--- src/rtl/uss_pkg.sv ---
// Shared types and constants of the unique sorted sample set builder.
package uss_pkg;

  localparam int unsigned IdxW    = 64;
  localparam int unsigned SizeW   = 5;
  localparam int unsigned StatusW = 3;
  localparam int unsigned PosW    = 4;
  localparam int unsigned CfgIdxW = 2;

  // Configuration register indexes
  localparam logic [CfgIdxW-1:0] CfgLower   = 2'd0;
  localparam logic [CfgIdxW-1:0] CfgUpper   = 2'd1;
  localparam logic [CfgIdxW-1:0] CfgSetSize = 2'd2;

  localparam logic [SizeW-1:0] SetSizeReset = 5'd16;

  typedef enum logic [StatusW-1:0] {
    StAccepted  = 3'd0,
    StDuplicate = 3'd1,
    StMember    = 3'd2,
    StRealOut   = 3'd3,
    StTooFew    = 3'd4,
    StBadBounds = 3'd5,
    StDrawOut   = 3'd6,
    StIdle      = 3'd7
  } status_e;

  typedef enum logic [1:0] {
    CellHold   = 2'd0,
    CellInsert = 2'd1,
    CellShift  = 2'd2
  } cell_op_e;

  typedef struct packed {
    cell_op_e        op;
    logic [IdxW-1:0] cand;
  } cell_ctrl_t;

  typedef enum logic [1:0] {
    StateRun  = 2'b01,
    StateEmit = 2'b10
  } state_e;

endpackage

--- src/rtl/uss_stream_if.sv ---
// Valid/ready channels for input items and result items.
interface uss_in_if;
  logic                     valid;
  logic                     ready;
  logic                     mode;
  logic [uss_pkg::IdxW-1:0] index_value;

  modport source (output valid, output mode, output index_value, input ready);
  modport sink   (input valid, input mode, input index_value, output ready);
endinterface

interface uss_out_if;
  logic                        valid;
  logic                        ready;
  logic [uss_pkg::StatusW-1:0] status;
  logic [uss_pkg::IdxW-1:0]    member_index;
  logic [uss_pkg::PosW-1:0]    position;
  logic                        is_real;
  logic                        last;

  modport source (output valid, output status, output member_index, output position,
                  output is_real, output last, input ready);
  modport sink   (input valid, input status, input member_index, input position,
                  input is_real, input last, output ready);
endinterface

--- src/rtl/uss_cell.sv ---
// One slot of the sorted member chain: compare, insert and shift.
module uss_cell (
  input  logic                     clk_i,
  input  uss_pkg::cell_ctrl_t      ctrl_i,
  input  logic                     valid_i,
  input  logic [uss_pkg::IdxW-1:0] left_mem_i,
  input  logic                     left_lt_i,
  input  logic [uss_pkg::IdxW-1:0] right_mem_i,
  output logic [uss_pkg::IdxW-1:0] mem_o,
  output logic                     lt_o,
  output logic                     eq_o
);

  logic [uss_pkg::IdxW-1:0] mem_q, mem_d;

  assign lt_o  = valid_i && (mem_q < ctrl_i.cand);
  assign eq_o  = valid_i && (mem_q == ctrl_i.cand);
  assign mem_o = mem_q;

  always_comb begin
    mem_d = mem_q;
    unique case (ctrl_i.op)
      uss_pkg::CellInsert: begin
        // cells below the candidate keep their value, the rest move up
        if (!lt_o) begin
          mem_d = left_lt_i ? ctrl_i.cand : left_mem_i;
        end
      end
      uss_pkg::CellShift: mem_d = right_mem_i;
      default:            mem_d = mem_q;
    endcase
  end

  always_ff @(posedge clk_i) begin
    mem_q <= mem_d;
  end

endmodule

--- src/rtl/unique_sorted_sample_set_builder.sv ---
// Top level of the unique sorted sample set builder.
// Usage: a start item (mode 0) carries the real index; it is checked against
// the bounds [lower_index, upper_index] and the set size, then seeds the set.
// Each draw item (mode 1) carries one random candidate: out of range is
// flagged, a duplicate is ignored, a new value is inserted in order.
// Channels: in_i (valid/ready, mode + index_value) and out_o (valid/ready,
// status, member_index, position, is_real, last). Config: cfg_we_i writes
// register cfg_idx_i (0 lower, 1 upper, 2 set size) with cfg_data_i.
// Timing: every item is decided in the cycle it is accepted; a result other than
// a set member sits in the output register from the next cycle. One item per cycle
// is taken while the receiver keeps up and no set is being emitted.
// When the set fills, members leave lowest first, one per cycle while the receiver
// keeps up, from the head of the cell chain; the input stays blocked until the last
// member is loaded.
// Insertion is a compare in every cell of the chain plus a shift of the cells from the insertion point up.
// Reset: no set in progress, bounds 0, set size 16, output empty.
// Stall: out_o holds its item; in_i.ready drops until the output frees up.
module unique_sorted_sample_set_builder #(
  parameter int unsigned SET_MAX = 16
) (
  input  logic                           clk_i,
  input  logic                           rst_ni,
  uss_in_if.sink                         in_i,
  uss_out_if.source                      out_o,
  input  logic                           cfg_we_i,
  input  logic [uss_pkg::CfgIdxW-1:0]    cfg_idx_i,
  input  logic [uss_pkg::IdxW-1:0]       cfg_data_i
);

  localparam int unsigned CW = $clog2(SET_MAX + 1);

  // config registers
  logic [uss_pkg::IdxW-1:0]  lower_q, upper_q;
  logic [uss_pkg::SizeW-1:0] size_q;

  // control state
  uss_pkg::state_e          state_q, state_d;
  logic [CW-1:0]            count_q, count_d;
  logic [CW-1:0]            pos_q, pos_d;
  logic                     coll_q, coll_d;
  logic [uss_pkg::IdxW-1:0] real_q, real_d;

  // output register
  logic                       out_valid_q, out_valid_d;
  uss_pkg::status_e           out_status_q, out_status_d;
  logic [uss_pkg::IdxW-1:0]   out_member_q, out_member_d;
  logic [uss_pkg::PosW-1:0]   out_pos_q, out_pos_d;
  logic                       out_real_q, out_real_d;
  logic                       out_last_q, out_last_d;
  logic                       out_load, out_free;

  // cell chain
  uss_pkg::cell_ctrl_t      ctrl;
  logic [uss_pkg::IdxW-1:0] mem   [SET_MAX];
  logic [SET_MAX-1:0]       lt, eq, valid;

  logic [CW-1:0]            want;
  logic [uss_pkg::IdxW-1:0] span;
  logic                     bad_bounds, v_out, too_few, dup, accept, in_ready;

  // ---------------- cells ----------------
  for (genvar k = 0; k < SET_MAX; k++) begin : g_cell
    logic [uss_pkg::IdxW-1:0] left_mem, right_mem;
    logic                     left_lt;

    // a start item sees an empty chain so the real index lands in cell 0
    assign valid[k] = (count_q > CW'(k)) && in_i.mode;

    if (k == 0) begin : g_head
      assign left_mem = '0;
      assign left_lt  = 1'b1;
    end else begin : g_body
      assign left_mem = mem[k-1];
      assign left_lt  = lt[k-1];
    end

    if (k == SET_MAX - 1) begin : g_tail
      assign right_mem = mem[k];
    end else begin : g_inner
      assign right_mem = mem[k+1];
    end

    uss_cell u_cell (
      .clk_i       (clk_i),
      .ctrl_i      (ctrl),
      .valid_i     (valid[k]),
      .left_mem_i  (left_mem),
      .left_lt_i   (left_lt),
      .right_mem_i (right_mem),
      .mem_o       (mem[k]),
      .lt_o        (lt[k]),
      .eq_o        (eq[k])
    );
  end

  // ---------------- checks ----------------
  always_comb begin
    if (size_q == '0) begin
      want = CW'(1);
    end else if (32'(size_q) > 32'(SET_MAX)) begin
      want = CW'(SET_MAX);
    end else begin
      want = CW'(size_q);
    end
  end

  assign span       = upper_q - lower_q;
  assign bad_bounds = lower_q > upper_q;
  assign v_out      = (in_i.index_value < lower_q) || (in_i.index_value > upper_q);
  // range holds span+1 indices; compare without overflow
  assign too_few    = (uss_pkg::IdxW'(want) - uss_pkg::IdxW'(1)) > span;
  assign dup        = |eq;

  assign out_free = !out_valid_q || out_o.ready;
  assign in_ready = (state_q == uss_pkg::StateRun) && out_free;
  assign accept   = in_i.valid && in_ready;

  // ---------------- main control ----------------
  always_comb begin
    state_d      = state_q;
    count_d      = count_q;
    coll_d       = coll_q;
    real_d       = real_q;
    pos_d        = pos_q;
    ctrl.op      = uss_pkg::CellHold;
    ctrl.cand    = in_i.index_value;
    out_load     = 1'b0;
    out_status_d = uss_pkg::StAccepted;
    out_member_d = '0;
    out_pos_d    = '0;
    out_real_d   = 1'b0;
    out_last_d   = 1'b1;

    unique case (state_q)
      uss_pkg::StateRun: begin
        if (accept) begin
          if (!in_i.mode) begin
            priority if (bad_bounds) begin
              out_load     = 1'b1;
              out_status_d = uss_pkg::StBadBounds;
              count_d      = '0;
              coll_d       = 1'b0;
            end else if (v_out) begin
              out_load     = 1'b1;
              out_status_d = uss_pkg::StRealOut;
              count_d      = '0;
              coll_d       = 1'b0;
            end else if (too_few) begin
              out_load     = 1'b1;
              out_status_d = uss_pkg::StTooFew;
              count_d      = '0;
              coll_d       = 1'b0;
            end else begin
              ctrl.op = uss_pkg::CellInsert;
              count_d = CW'(1);
              real_d  = in_i.index_value;
              coll_d  = 1'b1;
              if (want == CW'(1)) begin
                state_d = uss_pkg::StateEmit;
                pos_d   = '0;
              end else begin
                out_load     = 1'b1;
                out_status_d = uss_pkg::StAccepted;
              end
            end
          end else begin
            priority if (!coll_q) begin
              out_load     = 1'b1;
              out_status_d = uss_pkg::StIdle;
            end else if (count_q >= want) begin
              // set size lowered mid-set: flush what is there
              state_d = uss_pkg::StateEmit;
              pos_d   = '0;
            end else if (v_out) begin
              out_load     = 1'b1;
              out_status_d = uss_pkg::StDrawOut;
            end else if (dup) begin
              out_load     = 1'b1;
              out_status_d = uss_pkg::StDuplicate;
            end else begin
              ctrl.op = uss_pkg::CellInsert;
              count_d = CW'(count_q + CW'(1));
              if (CW'(count_q + CW'(1)) >= want) begin
                state_d = uss_pkg::StateEmit;
                pos_d   = '0;
              end else begin
                out_load     = 1'b1;
                out_status_d = uss_pkg::StAccepted;
              end
            end
          end
        end
      end
      uss_pkg::StateEmit: begin
        if (out_free) begin
          out_load     = 1'b1;
          out_status_d = uss_pkg::StMember;
          out_member_d = mem[0];
          out_pos_d    = uss_pkg::PosW'(pos_q);
          out_real_d   = mem[0] == real_q;
          out_last_d   = pos_q == CW'(count_q - CW'(1));
          ctrl.op      = uss_pkg::CellShift;
          pos_d        = CW'(pos_q + CW'(1));
          if (out_last_d) begin
            state_d = uss_pkg::StateRun;
            coll_d  = 1'b0;
          end
        end
      end
      default: state_d = uss_pkg::StateRun;
    endcase
  end

  always_comb begin
    if (out_load) begin
      out_valid_d = 1'b1;
    end else if (out_o.ready) begin
      out_valid_d = 1'b0;
    end else begin
      out_valid_d = out_valid_q;
    end
  end

  // ---------------- registers ----------------
  always_ff @(posedge clk_i or negedge rst_ni) begin
    if (!rst_ni) begin
      lower_q     <= '0;
      upper_q     <= '0;
      size_q      <= uss_pkg::SetSizeReset;
      state_q     <= uss_pkg::StateRun;
      count_q     <= '0;
      pos_q       <= '0;
      coll_q      <= 1'b0;
      real_q      <= '0;
      out_valid_q <= 1'b0;
    end else begin
      if (cfg_we_i) begin
        unique case (cfg_idx_i)
          uss_pkg::CfgLower:   lower_q <= cfg_data_i;
          uss_pkg::CfgUpper:   upper_q <= cfg_data_i;
          uss_pkg::CfgSetSize: size_q  <= cfg_data_i[uss_pkg::SizeW-1:0];
          default:             ;
        endcase
      end
      state_q     <= state_d;
      count_q     <= count_d;
      pos_q       <= pos_d;
      coll_q      <= coll_d;
      real_q      <= real_d;
      out_valid_q <= out_valid_d;
    end
  end

  always_ff @(posedge clk_i) begin
    if (out_load) begin
      out_status_q <= out_status_d;
      out_member_q <= out_member_d;
      out_pos_q    <= out_pos_d;
      out_real_q   <= out_real_d;
      out_last_q   <= out_last_d;
    end
  end

  // ---------------- ports ----------------
  assign in_i.ready         = in_ready;
  assign out_o.valid        = out_valid_q;
  assign out_o.status       = out_status_q;
  assign out_o.member_index = out_member_q;
  assign out_o.position     = out_pos_q;
  assign out_o.is_real      = out_real_q;
  assign out_o.last         = out_last_q;

endmodule

--- src/flat_wrapper.sv ---
// flat-port wrapper written by rule: the top's interface ports become plain ports
module unique_sorted_sample_set_builder_flat 
#(
  parameter int unsigned SET_MAX = 16
)
  (clk_i, rst_ni, cfg_we_i, cfg_idx_i, cfg_data_i, in_i_valid, in_i_mode, in_i_index_value, in_i_ready, out_o_valid, out_o_status, out_o_member_index, out_o_position, out_o_is_real, out_o_last, out_o_ready);
  uss_in_if in_i_i ();
  uss_out_if out_o_i ();
  input  logic clk_i;
  input  logic rst_ni;
  input  logic cfg_we_i;
  input  logic [uss_pkg::CfgIdxW-1:0] cfg_idx_i;
  input  logic [uss_pkg::IdxW-1:0] cfg_data_i;
  input wire logic [$bits(in_i_i.valid)-1:0] in_i_valid;
  input wire logic [$bits(in_i_i.mode)-1:0] in_i_mode;
  input wire logic [$bits(in_i_i.index_value)-1:0] in_i_index_value;
  output wire logic [$bits(in_i_i.ready)-1:0] in_i_ready;
  output wire logic [$bits(out_o_i.valid)-1:0] out_o_valid;
  output wire logic [$bits(out_o_i.status)-1:0] out_o_status;
  output wire logic [$bits(out_o_i.member_index)-1:0] out_o_member_index;
  output wire logic [$bits(out_o_i.position)-1:0] out_o_position;
  output wire logic [$bits(out_o_i.is_real)-1:0] out_o_is_real;
  output wire logic [$bits(out_o_i.last)-1:0] out_o_last;
  input wire logic [$bits(out_o_i.ready)-1:0] out_o_ready;
  assign in_i_i.valid = in_i_valid;
  assign in_i_i.mode = in_i_mode;
  assign in_i_i.index_value = in_i_index_value;
  assign in_i_ready = in_i_i.ready;
  assign out_o_valid = out_o_i.valid;
  assign out_o_status = out_o_i.status;
  assign out_o_member_index = out_o_i.member_index;
  assign out_o_position = out_o_i.position;
  assign out_o_is_real = out_o_i.is_real;
  assign out_o_last = out_o_i.last;
  assign out_o_i.ready = out_o_ready;
  unique_sorted_sample_set_builder #(.SET_MAX(SET_MAX)) u_core (.clk_i(clk_i), .rst_ni(rst_ni), .in_i(in_i_i), .out_o(out_o_i), .cfg_we_i(cfg_we_i), .cfg_idx_i(cfg_idx_i), .cfg_data_i(cfg_data_i));
endmodule
--- config.mk ---
export PLATFORM = sky130hd
export DESIGN_NAME = unique_sorted_sample_set_builder_flat
export DESIGN_NICKNAME = d
export VERILOG_FILES = /design/src/rtl/uss_pkg.sv /design/src/rtl/uss_stream_if.sv /design/src/rtl/uss_cell.sv /design/src/rtl/unique_sorted_sample_set_builder.sv /design/src/flat_wrapper.sv
export SDC_FILE = /design/constraint.sdc
export NUM_CORES = 2
export LEC_CHECK = 0
export BUFFER_PORTS_ARGS = -buffer_cell sky130_fd_sc_hd__buf_4
export CORE_ASPECT_RATIO = 0.6
export CORE_MARGIN = 1.5
export CORE_UTILIZATION = 65
export CTS_CLUSTER_DIAMETER = 80
export DETAILED_ROUTE_END_ITERATION = 10
export PLACE_DENSITY = 0.82
export SYNTH_ARGS = -nofsm -noshare
export SYNTH_HDL_FRONTEND = slang
export SYNTH_SLANG_ARGS = --single-unit
--- constraint.sdc ---
create_clock -name clk_i -period 17.2 [get_ports clk_i]
set_clock_uncertainty 0.15 [all_clocks]
set_input_delay 0 -clock clk_i [delete_from_list [all_inputs] [get_ports clk_i]]
set_output_delay 0 -clock clk_i [all_outputs]
set_load 0.005 [all_outputs]
## Word-level counts from Yosys, hierarchy flattened

Index checks and enable logic that the tools add are counted.

| storage, ports and cells | value |
|---|---|
| register bits after elaboration | 1308 |
| word-level logic and storage cells | 346 |

| cells by class | value |
|---|---|
| add/subtract/negate cells | 5 |
| order comparisons | 39 |
| equality and inequality tests | 56 |
| mux-type cells | 127 |
| bitwise logic cells | 5 |
| reduce and logical (&&, ||, !) cells | 84 |

Operators with widths:

| kind | count |
|---|---|
| $mux W64 | 30 |
| $pmux W64 S2 | 15 |
| $eq A64 B64 Y1 | 17 |
| $lt A64 B64 Y1 | 17 |
| $gt A64 B64 Y1 | 3 |
| $mux W5 | 21 |
| $sub A64 B64 Y64 | 1 |
| $logic_and A1 B1 Y1 | 50 |
| $mux W2 | 22 |
| $gt A5 B4 Y1 const B | 8 |
| $reduce_and A2 Y1 | 20 |
| $ne A2 B2 Y1 const B | 19 |
| $mux W1 | 25 |
| $mux W3 | 8 |
| $reduce_and A11 Y1 | 2 |
| $gt A5 B3 Y1 const B | 4 |
| $reduce_or A16 Y1 | 1 |
| $ne A3 B3 Y1 const B | 5 |
| $reduce_and A6 Y1 | 2 |
| $add A5 B1 Y5 const B | 2 |
| $ge A5 B5 Y1 | 2 |
| $gt A5 B1 Y1 const B | 2 |
| $gt A5 B2 Y1 const B | 2 |
| $pmux W5 S2 | 1 |
| 20 further kinds | 37 |

## Logic depth before layout (Yosys ltp)

| depth | value |
|---|---|
| depth in word-level cells | 14 |
| mapped depth | 32 |
| mapped depth without buffers | 28 |

## Hierarchy

Synthesis repeated with hierarchy kept, for this count alone.

| unflattened totals | value |
|---|---|
| cell total of the unflattened synthesis | 10337 |
| area total of the unflattened synthesis | 98579.5 µm² |

Modules (own cells, without submodules):

| module | times used | cells an instance | area an instance (µm²) |
|---|---|---|---|
| uss_cell at u_core.g_cell[0].u_cell ... | 15 | 514 | 4887.2 |
| unique_sorted_sample_set_builder | 1 | 2114 | 20355.8 |
| uss_cell at u_core.g_cell[14].u_cell | 1 | 513 | 4916.0 |

## Worst setup path before layout

Ideal clock, no wire load.

| path | value |
|---|---|
| kind | flip-flop to flip-flop |
| from | reg u_core.upper_q[0] (netlist name) |
| to | reg u_core.g_cell[10].u_cell.mem_q (netlist bit u_core.g_cell[10].u_cell.mem_o[0]), enable pin |
| setup time | 574 ps |
| arrival | 9417 ps |
| required time | 16476 ps |
| path slack | 7059 ps |
| cell stages (with the launch flop) | 28 |
| period minus slack after synthesis | 10141 ps |
| cell sequence | dfrtp_1 > inv_1 > ha_1 > inv_1 > fa_1 > a21oi_1 > o221ai_1 > nor2_1 > o2111ai_1 > a2111oi_0 > o31a_1 > o31ai_1 > o21a_1 > nor2_1 > o21ai_0 > a21boi_0 > xor2_1 > ha_1 > nand4_1 > nor4_1 > and2_1 > nand2_1 > o22a_1 > inv_1 > a31oi_1 > or3_1 > clkbuf_1 > o21ai_0 |

| on the way | value |
|---|---|
| cells in the longest elaborated chain, start to end | 11 |
| elaborated cells on any way between the ends | 19 |

Ends and longest elaborated chain:

| what | RTL line | RTL |
|---|---|---|
| start, declared | unique_sorted_sample_set_builder.sv:33 | `logic [uss_pkg::IdxW-1:0] lower_q, upper_q;` |
| start signal, assigned | unique_sorted_sample_set_builder.sv:240 | `uss_pkg::CfgUpper: upper_q <= cfg_data_i;` |
| $sub A64 B64 Y64 / $gt A64 B64 Y1 (equally long branches) | unique_sorted_sample_set_builder.sv:107, unique_sorted_sample_set_builder.sv:109 |  |
| $gt A64 B64 Y1 / $logic_or A1 B1 Y1 (equally long branches) | unique_sorted_sample_set_builder.sv:111, unique_sorted_sample_set_builder.sv:109 |  |
| $mux W1 / $mux W2 (equally long branches) | unique_sorted_sample_set_builder.sv:148, unique_sorted_sample_set_builder.sv:174 |  |
| $mux W2 (on tied branches) | unique_sorted_sample_set_builder.sv:143, unique_sorted_sample_set_builder.sv:170 |  |
| $mux W2 (on tied branches) | unique_sorted_sample_set_builder.sv:138, unique_sorted_sample_set_builder.sv:167 |  |
| $mux W2 (*) | unique_sorted_sample_set_builder.sv:137 | `if (!in_i.mode) begin` |
| $mux W2 (*) | unique_sorted_sample_set_builder.sv:136 | `if (accept) begin` |
| $pmux W2 S2 (*) | unique_sorted_sample_set_builder.sv:134 | `unique case (state_q)` |
| $eq A2 B1 Y1 / $eq A2 B2 Y1 (equally long branches) | uss_cell.sv:22 | `unique case (ctrl_i.op)` |
| $ne A2 B2 Y1 (no source line) / $reduce_bool A2 Y1 (equally long branches) | -- |  |
| $reduce_and A2 Y1 (no source line) (*) | -- |  |
| end signal, assigned | uss_cell.sv:35 | `mem_q <= mem_d;` |
| end, declared | uss_cell.sv:14 | `logic [uss_pkg::IdxW-1:0] mem_q, mem_d;` |

Every way passes the cells marked *; elsewhere a longest branch is shown, timed or not.
A chain may end at the register's enable or synchronous reset.

## Worst setup path after layout

| path | value |
|---|---|
| from | reg u_core.upper_q[0] (netlist name) |
| to | reg u_core.g_cell[0].u_cell.mem_q (netlist bit u_core.g_cell[0].u_cell.mem_o[42]), data pin |

| on the way | value |
|---|---|
| cells in the longest elaborated chain, start to end | 10 |
| elaborated cells on any way between the ends | 17 |

Ends and longest elaborated chain:

| what | RTL line |
|---|---|
| $sub A64 B64 Y64 / $gt A64 B64 Y1 (equally long branches) | unique_sorted_sample_set_builder.sv:107, unique_sorted_sample_set_builder.sv:109 |
| $gt A64 B64 Y1 / $logic_or A1 B1 Y1 (equally long branches) | unique_sorted_sample_set_builder.sv:111, unique_sorted_sample_set_builder.sv:109 |
| $mux W1 / $mux W2 (equally long branches) | unique_sorted_sample_set_builder.sv:148, unique_sorted_sample_set_builder.sv:174 |
| $mux W2 (on tied branches) | unique_sorted_sample_set_builder.sv:143, unique_sorted_sample_set_builder.sv:170 |
| $mux W2 (on tied branches) | unique_sorted_sample_set_builder.sv:138, unique_sorted_sample_set_builder.sv:167 |
| $mux W2 (*) | unique_sorted_sample_set_builder.sv:137 |
| $mux W2 (*) | unique_sorted_sample_set_builder.sv:136 |
| $pmux W2 S2 (*) | unique_sorted_sample_set_builder.sv:134 |
| $eq A2 B2 Y1 / $eq A2 B1 Y1 (equally long branches) | uss_cell.sv:22 |
| $pmux W64 S2 (*) | uss_cell.sv:22 |
| net u_core.g_cell[0].u_cell.mem_d (one bit) | uss_cell.sv:14 |
| end signal, assigned | uss_cell.sv:35 |
| end, declared | uss_cell.sv:14 |

Mark *: on every way through the listed nets, which the timed path passes. The rest lies on a longest branch.

==> results.py <==
metrics = {
    "run_status": {
        "status": "complete, but fails checks",
        "violations": "capacitance limit, slew limit",
    },
    "yosys": {
        "syn_inst": 9173,
        "yosysSeqAreaShare_pct": 40.4,
        "yosysMostFrequentCell": "a21oi_1",
        "synth-compound-area-share_pct": 14.5,
        "synth-edff-count": 1097,
        "synthesis.area_um2": 94500,
        "synth_top_family_by_area": "adder cells",
        "synthTopCellsByArea": "edfxtp_1, ha_1, mux2i_1",
        "syn_area_per_cell_um2": 10.3,
        "yosysWarningCount": 0,
        "synthXorXnorAreaFrac_pct": 1.23,
        "synthAdderAreaFrac_pct": 17.2,
        "synthMuxAreaShare_pct": 11.9,
        "yosys-top-cells-count": "a21oi_1, ha_1, edfxtp_1",
        "synthArstFlopShare_pct": 16.1,
        "yosys_register_bits": 1308,
        "synthSimpleGateAreaFrac_pct": 11.1,
        "synth_top_flop_cell": "edfxtp_1",
        "synth_cell_types": 84,
        "yosysTopAreaCellShare_pct": 34.8,
        "yosys.area.top_type": "edfxtp_1",
    },
    "worst_hold_path": {
        "min-delay-start": "in_i_index_value[14]",
        "hold_depth": 4,
        "min_to": "u_core.g_cell[13].u_cell.mem_o[14]$_DFFE_PP_",
        "min_path_type": "in2reg",
    },
    "drt": {
        "drcViolationCount": 0,
        "via_per_inst": 7.14,
        "drtIter0Drc": 13900,
        "ant_nets": 0,
        "wl_um": 357000,
        "firstDrtPassIters": 10,
        "wl_per_cell_um": 31.1,
        "vias": 81900,
    },
    "timing": {
        "drv_slew": 8,
        "hold_violations": 0,
        "tns_ns": 0,
        "rsz0062_at_grt": "no",
        "maxSlewHeadroom_pct": -13.3,
        "post-route-min-period_ns": 11.82,
        "tightest_slew_ns": 1.69,
        "worst_slack_ns": 5.38,
        "max_freq_mhz": 84.6,
        "min_period_over_period_pct": 68.7,
        "whs_ns": 0.103,
        "setup_viol_count_final": 0,
    },
    "global_route": {
        "first_global_vias": 77100,
        "grt_pass1_wl_um": 514000,
        "grt_use_total_pct": 47.2,
        "grt_max_degree": 240,
        "globalRouteOverflowTotal": 0,
        "antenna_found_initial": 32,
    },
    "setup_path": {
        "cp.arrival_ns": 12.23,
        "r2r-start": "u_core.upper_q[0]$_DFFE_PN0P_",
        "r2r-end": "u_core.g_cell[0].u_cell.mem_o[42]$_DFFE_PP_",
        "r2r_slack_ns": 5.38,
        "path_class": "reg2reg",
        "cp.required_ns": 17.61,
        "ff2ff_path_depth": 30,
        "worstSetupStartpointType": "register",
        "max_stage_delay_ns": 1.38,
        "critPathSlowestCell": "a2111oi_1",
        "cp-end-kind": "register",
        "crit_fanout": 154,
    },
    "floorplanning": {
        "coreArea_um2": 144000,
        "io-pin-count": 211,
        "dieArea_um2": 148000,
        "start_util_pct": 65.5,
        "dieHeight_um": 298,
        "core.rowCount": 108,
        "die_w_um": 495,
    },
    "clocking": {
        "cts_hold_buf": 226,
        "cts.path.max_buffers": 3,
        "cts.repair.resized": 0,
        "h-tree-depth": 4,
        "clk_latency_ns": 0.82,
        "cts_setup_buffers": 0,
        "tritoncts": "built",
        "cts_buffers": 133,
        "clock-sinks": 1308,
        "root_buffer": "clkbuf_16",
        "clk_pin_slew_ns": 0.07,
    },
    "run": {
        "maxCapViolCount": 3,
    },
    "place": {
        "port_buffers": 210,
        "dpl.hpwl_um": 260000,
        "dp.cells": 11000,
        "gp_congestion": 1.05,
        "pre_cts_slack_ns": 6.34,
    },
    "power_and_ir_drop": {
        "p_leak_nw": 44.8,
        "vdd_ir_drop_max_uv": 81.1,
        "power_density_nw_per_um2": 106,
    },
    "layout": {
        "drive_gt1_share_pct": 9.60,
        "nets": 10900,
        "syn_to_final_growth_pct": 10.8,
        "postLayoutCoreUtil_pct": 72.5,
        "fin_cells": 11500,
        "fillers": 10100,
    },
}
## through the flow
stage               cell area (µm²)  power (mW)
floorplan                     94800        6.65
global placement              98000        7.62
detailed placement            98000        7.77
CTS                          105000        10.9
global route                 105000        11.5
finish                       105000        11.2
## kinds of logic (layout without fill, tap and decap cells)
family,count (synthesis),count (layout)
compound gates,2340,2340
simple gates,2206,2206
flops,1308,1308
fa+ha+maj,1301,1301
mux,1094,1094
buf+inv,790,1101
xor+xnor,133,133
other cells,1,70
## registers in the layout (all words and copies together), names as in the netlist, 5 cells and up
| signal | cells |
|---|---|
| u_core.g_cell.u_cell.mem_o | 1024 |
| u_core.size_q | 5 |
| u_core.real_q | 64 |
| u_core.pos_q | 5 |
| u_core.count_q | 5 |
| u_core.out_o.member_index | 64 |
| u_core.upper_q | 64 |
| u_core.lower_q | 64 |
## report_power, final
part | switching (mW) | internal [mW] | leakage [nW]
logic | 2.28 | 1.33 | 30.0
registers | 0.366 | 4.05 | 12.6
clock network | 1.41 | 1.72 | 2.17
total | 4.06 | 7.10 | 44.8
## metal layers
| metal | routed length (µm) | up-vias | GRT usage [%] |
|---|---|---|---|
| met5 | 515 | - | 1.21 |
| met4 | 18900 | 38 | 21.6 |
| met3 | 67500 | 1018 | 23.2 |
| met2 | 133000 | 6614 | 60.2 |
| met1 | 138000 | 39300 | 65.9 |
| li1 | - | 35000 | - |
## how the worst max path moves through the flow
stage / endpoint / slack, ns / from / cells past startpoint
finish: u_core.g_cell[0].u_cell.mem_o[42]$_DFFE_PP_ / 5.38 / u_core.upper_q[0]$_DFFE_PN0P_ / 30
global placement: u_core.g_cell[0].u_cell.mem_o[39]$_DFFE_PP_ / 6.26 / u_core.upper_q[0]$_DFFE_PN0P_ / 30
CTS: u_core.g_cell[0].u_cell.mem_o[35]$_DFFE_PP_ / 6.29 / u_core.upper_q[0]$_DFFE_PN0P_ / 30
floorplan: u_core.g_cell[10].u_cell.mem_o[0]$_DFFE_PP_ / 7.06 / u_core.upper_q[0]$_DFFE_PN0P_ / 27
detailed placement: u_core.g_cell[0].u_cell.mem_o[35]$_DFFE_PP_ / 6.34 / u_core.upper_q[0]$_DFFE_PN0P_ / 30
global route: u_core.g_cell[0].u_cell.mem_o[37]$_DFFE_PP_ / 5.14 / u_core.upper_q[0]$_DFFE_PN0P_ / 30
## worst max-delay path: cells and delay by family, from the launching register on
kind                       cells  cell delay, ns
AOI/OAI and AO/OA             12            4.60
xor gates and xnor gates       1            0.17
adders and majority gates      3            0.71
buffers and inverters          7            3.31
DFF                            1            0.40
muxes                          1            0.43
and+or+nand+nor                6            1.35
## cell usage in the layout, fill, tap and decap left out, types with 16 or more instances in the layout
master         synthesis  layout
a21oi_1             1306    1305
ha_1                1300    1299
edfxtp_1            1097    1097
nor2_1              1072    1069
mux2i_1              834     834
buf_4                 85     373
a21o_1               370     367
o21ai_0              329     310
nand4_1              308     308
mux2_2               257     257
inv_1                251     251
nand2_1              235     235
dlygate4sd3_1          0     225
dfrtp_1              209     209
and3_1               139     139
clkbuf_16              0     139
nor2b_1              124     124
nand2b_1              83      82
xnor2_1               76      76
a221oi_1              76      76
nand3_1               68      68
conb_1                 1      59
xor2_1                57      57
o21a_1                54      53
nor4_1                56      51
nor3_1                53      49
a211oi_1              38      37
o211ai_1              27      27
clkinv_2               0      23
clkinv_1               1      20
a31oi_1               20      19
clkbuf_1             302      17
o21ai_4                0      16
## cell type report
type	instances	area, µm²	area share, %
diodes	11	27.5	0.0263
clock buffers	166	3680	3.51
clock inverters	77	771	0.735
inverters	252	946	0.903
multi-input cells	7133	53500	51.1
flip-flops and latches	1308	38200	36.5
well taps	1925	2410	2.30
repair buffers	606	5200	4.97
Power figures use the tool's default switching activity.
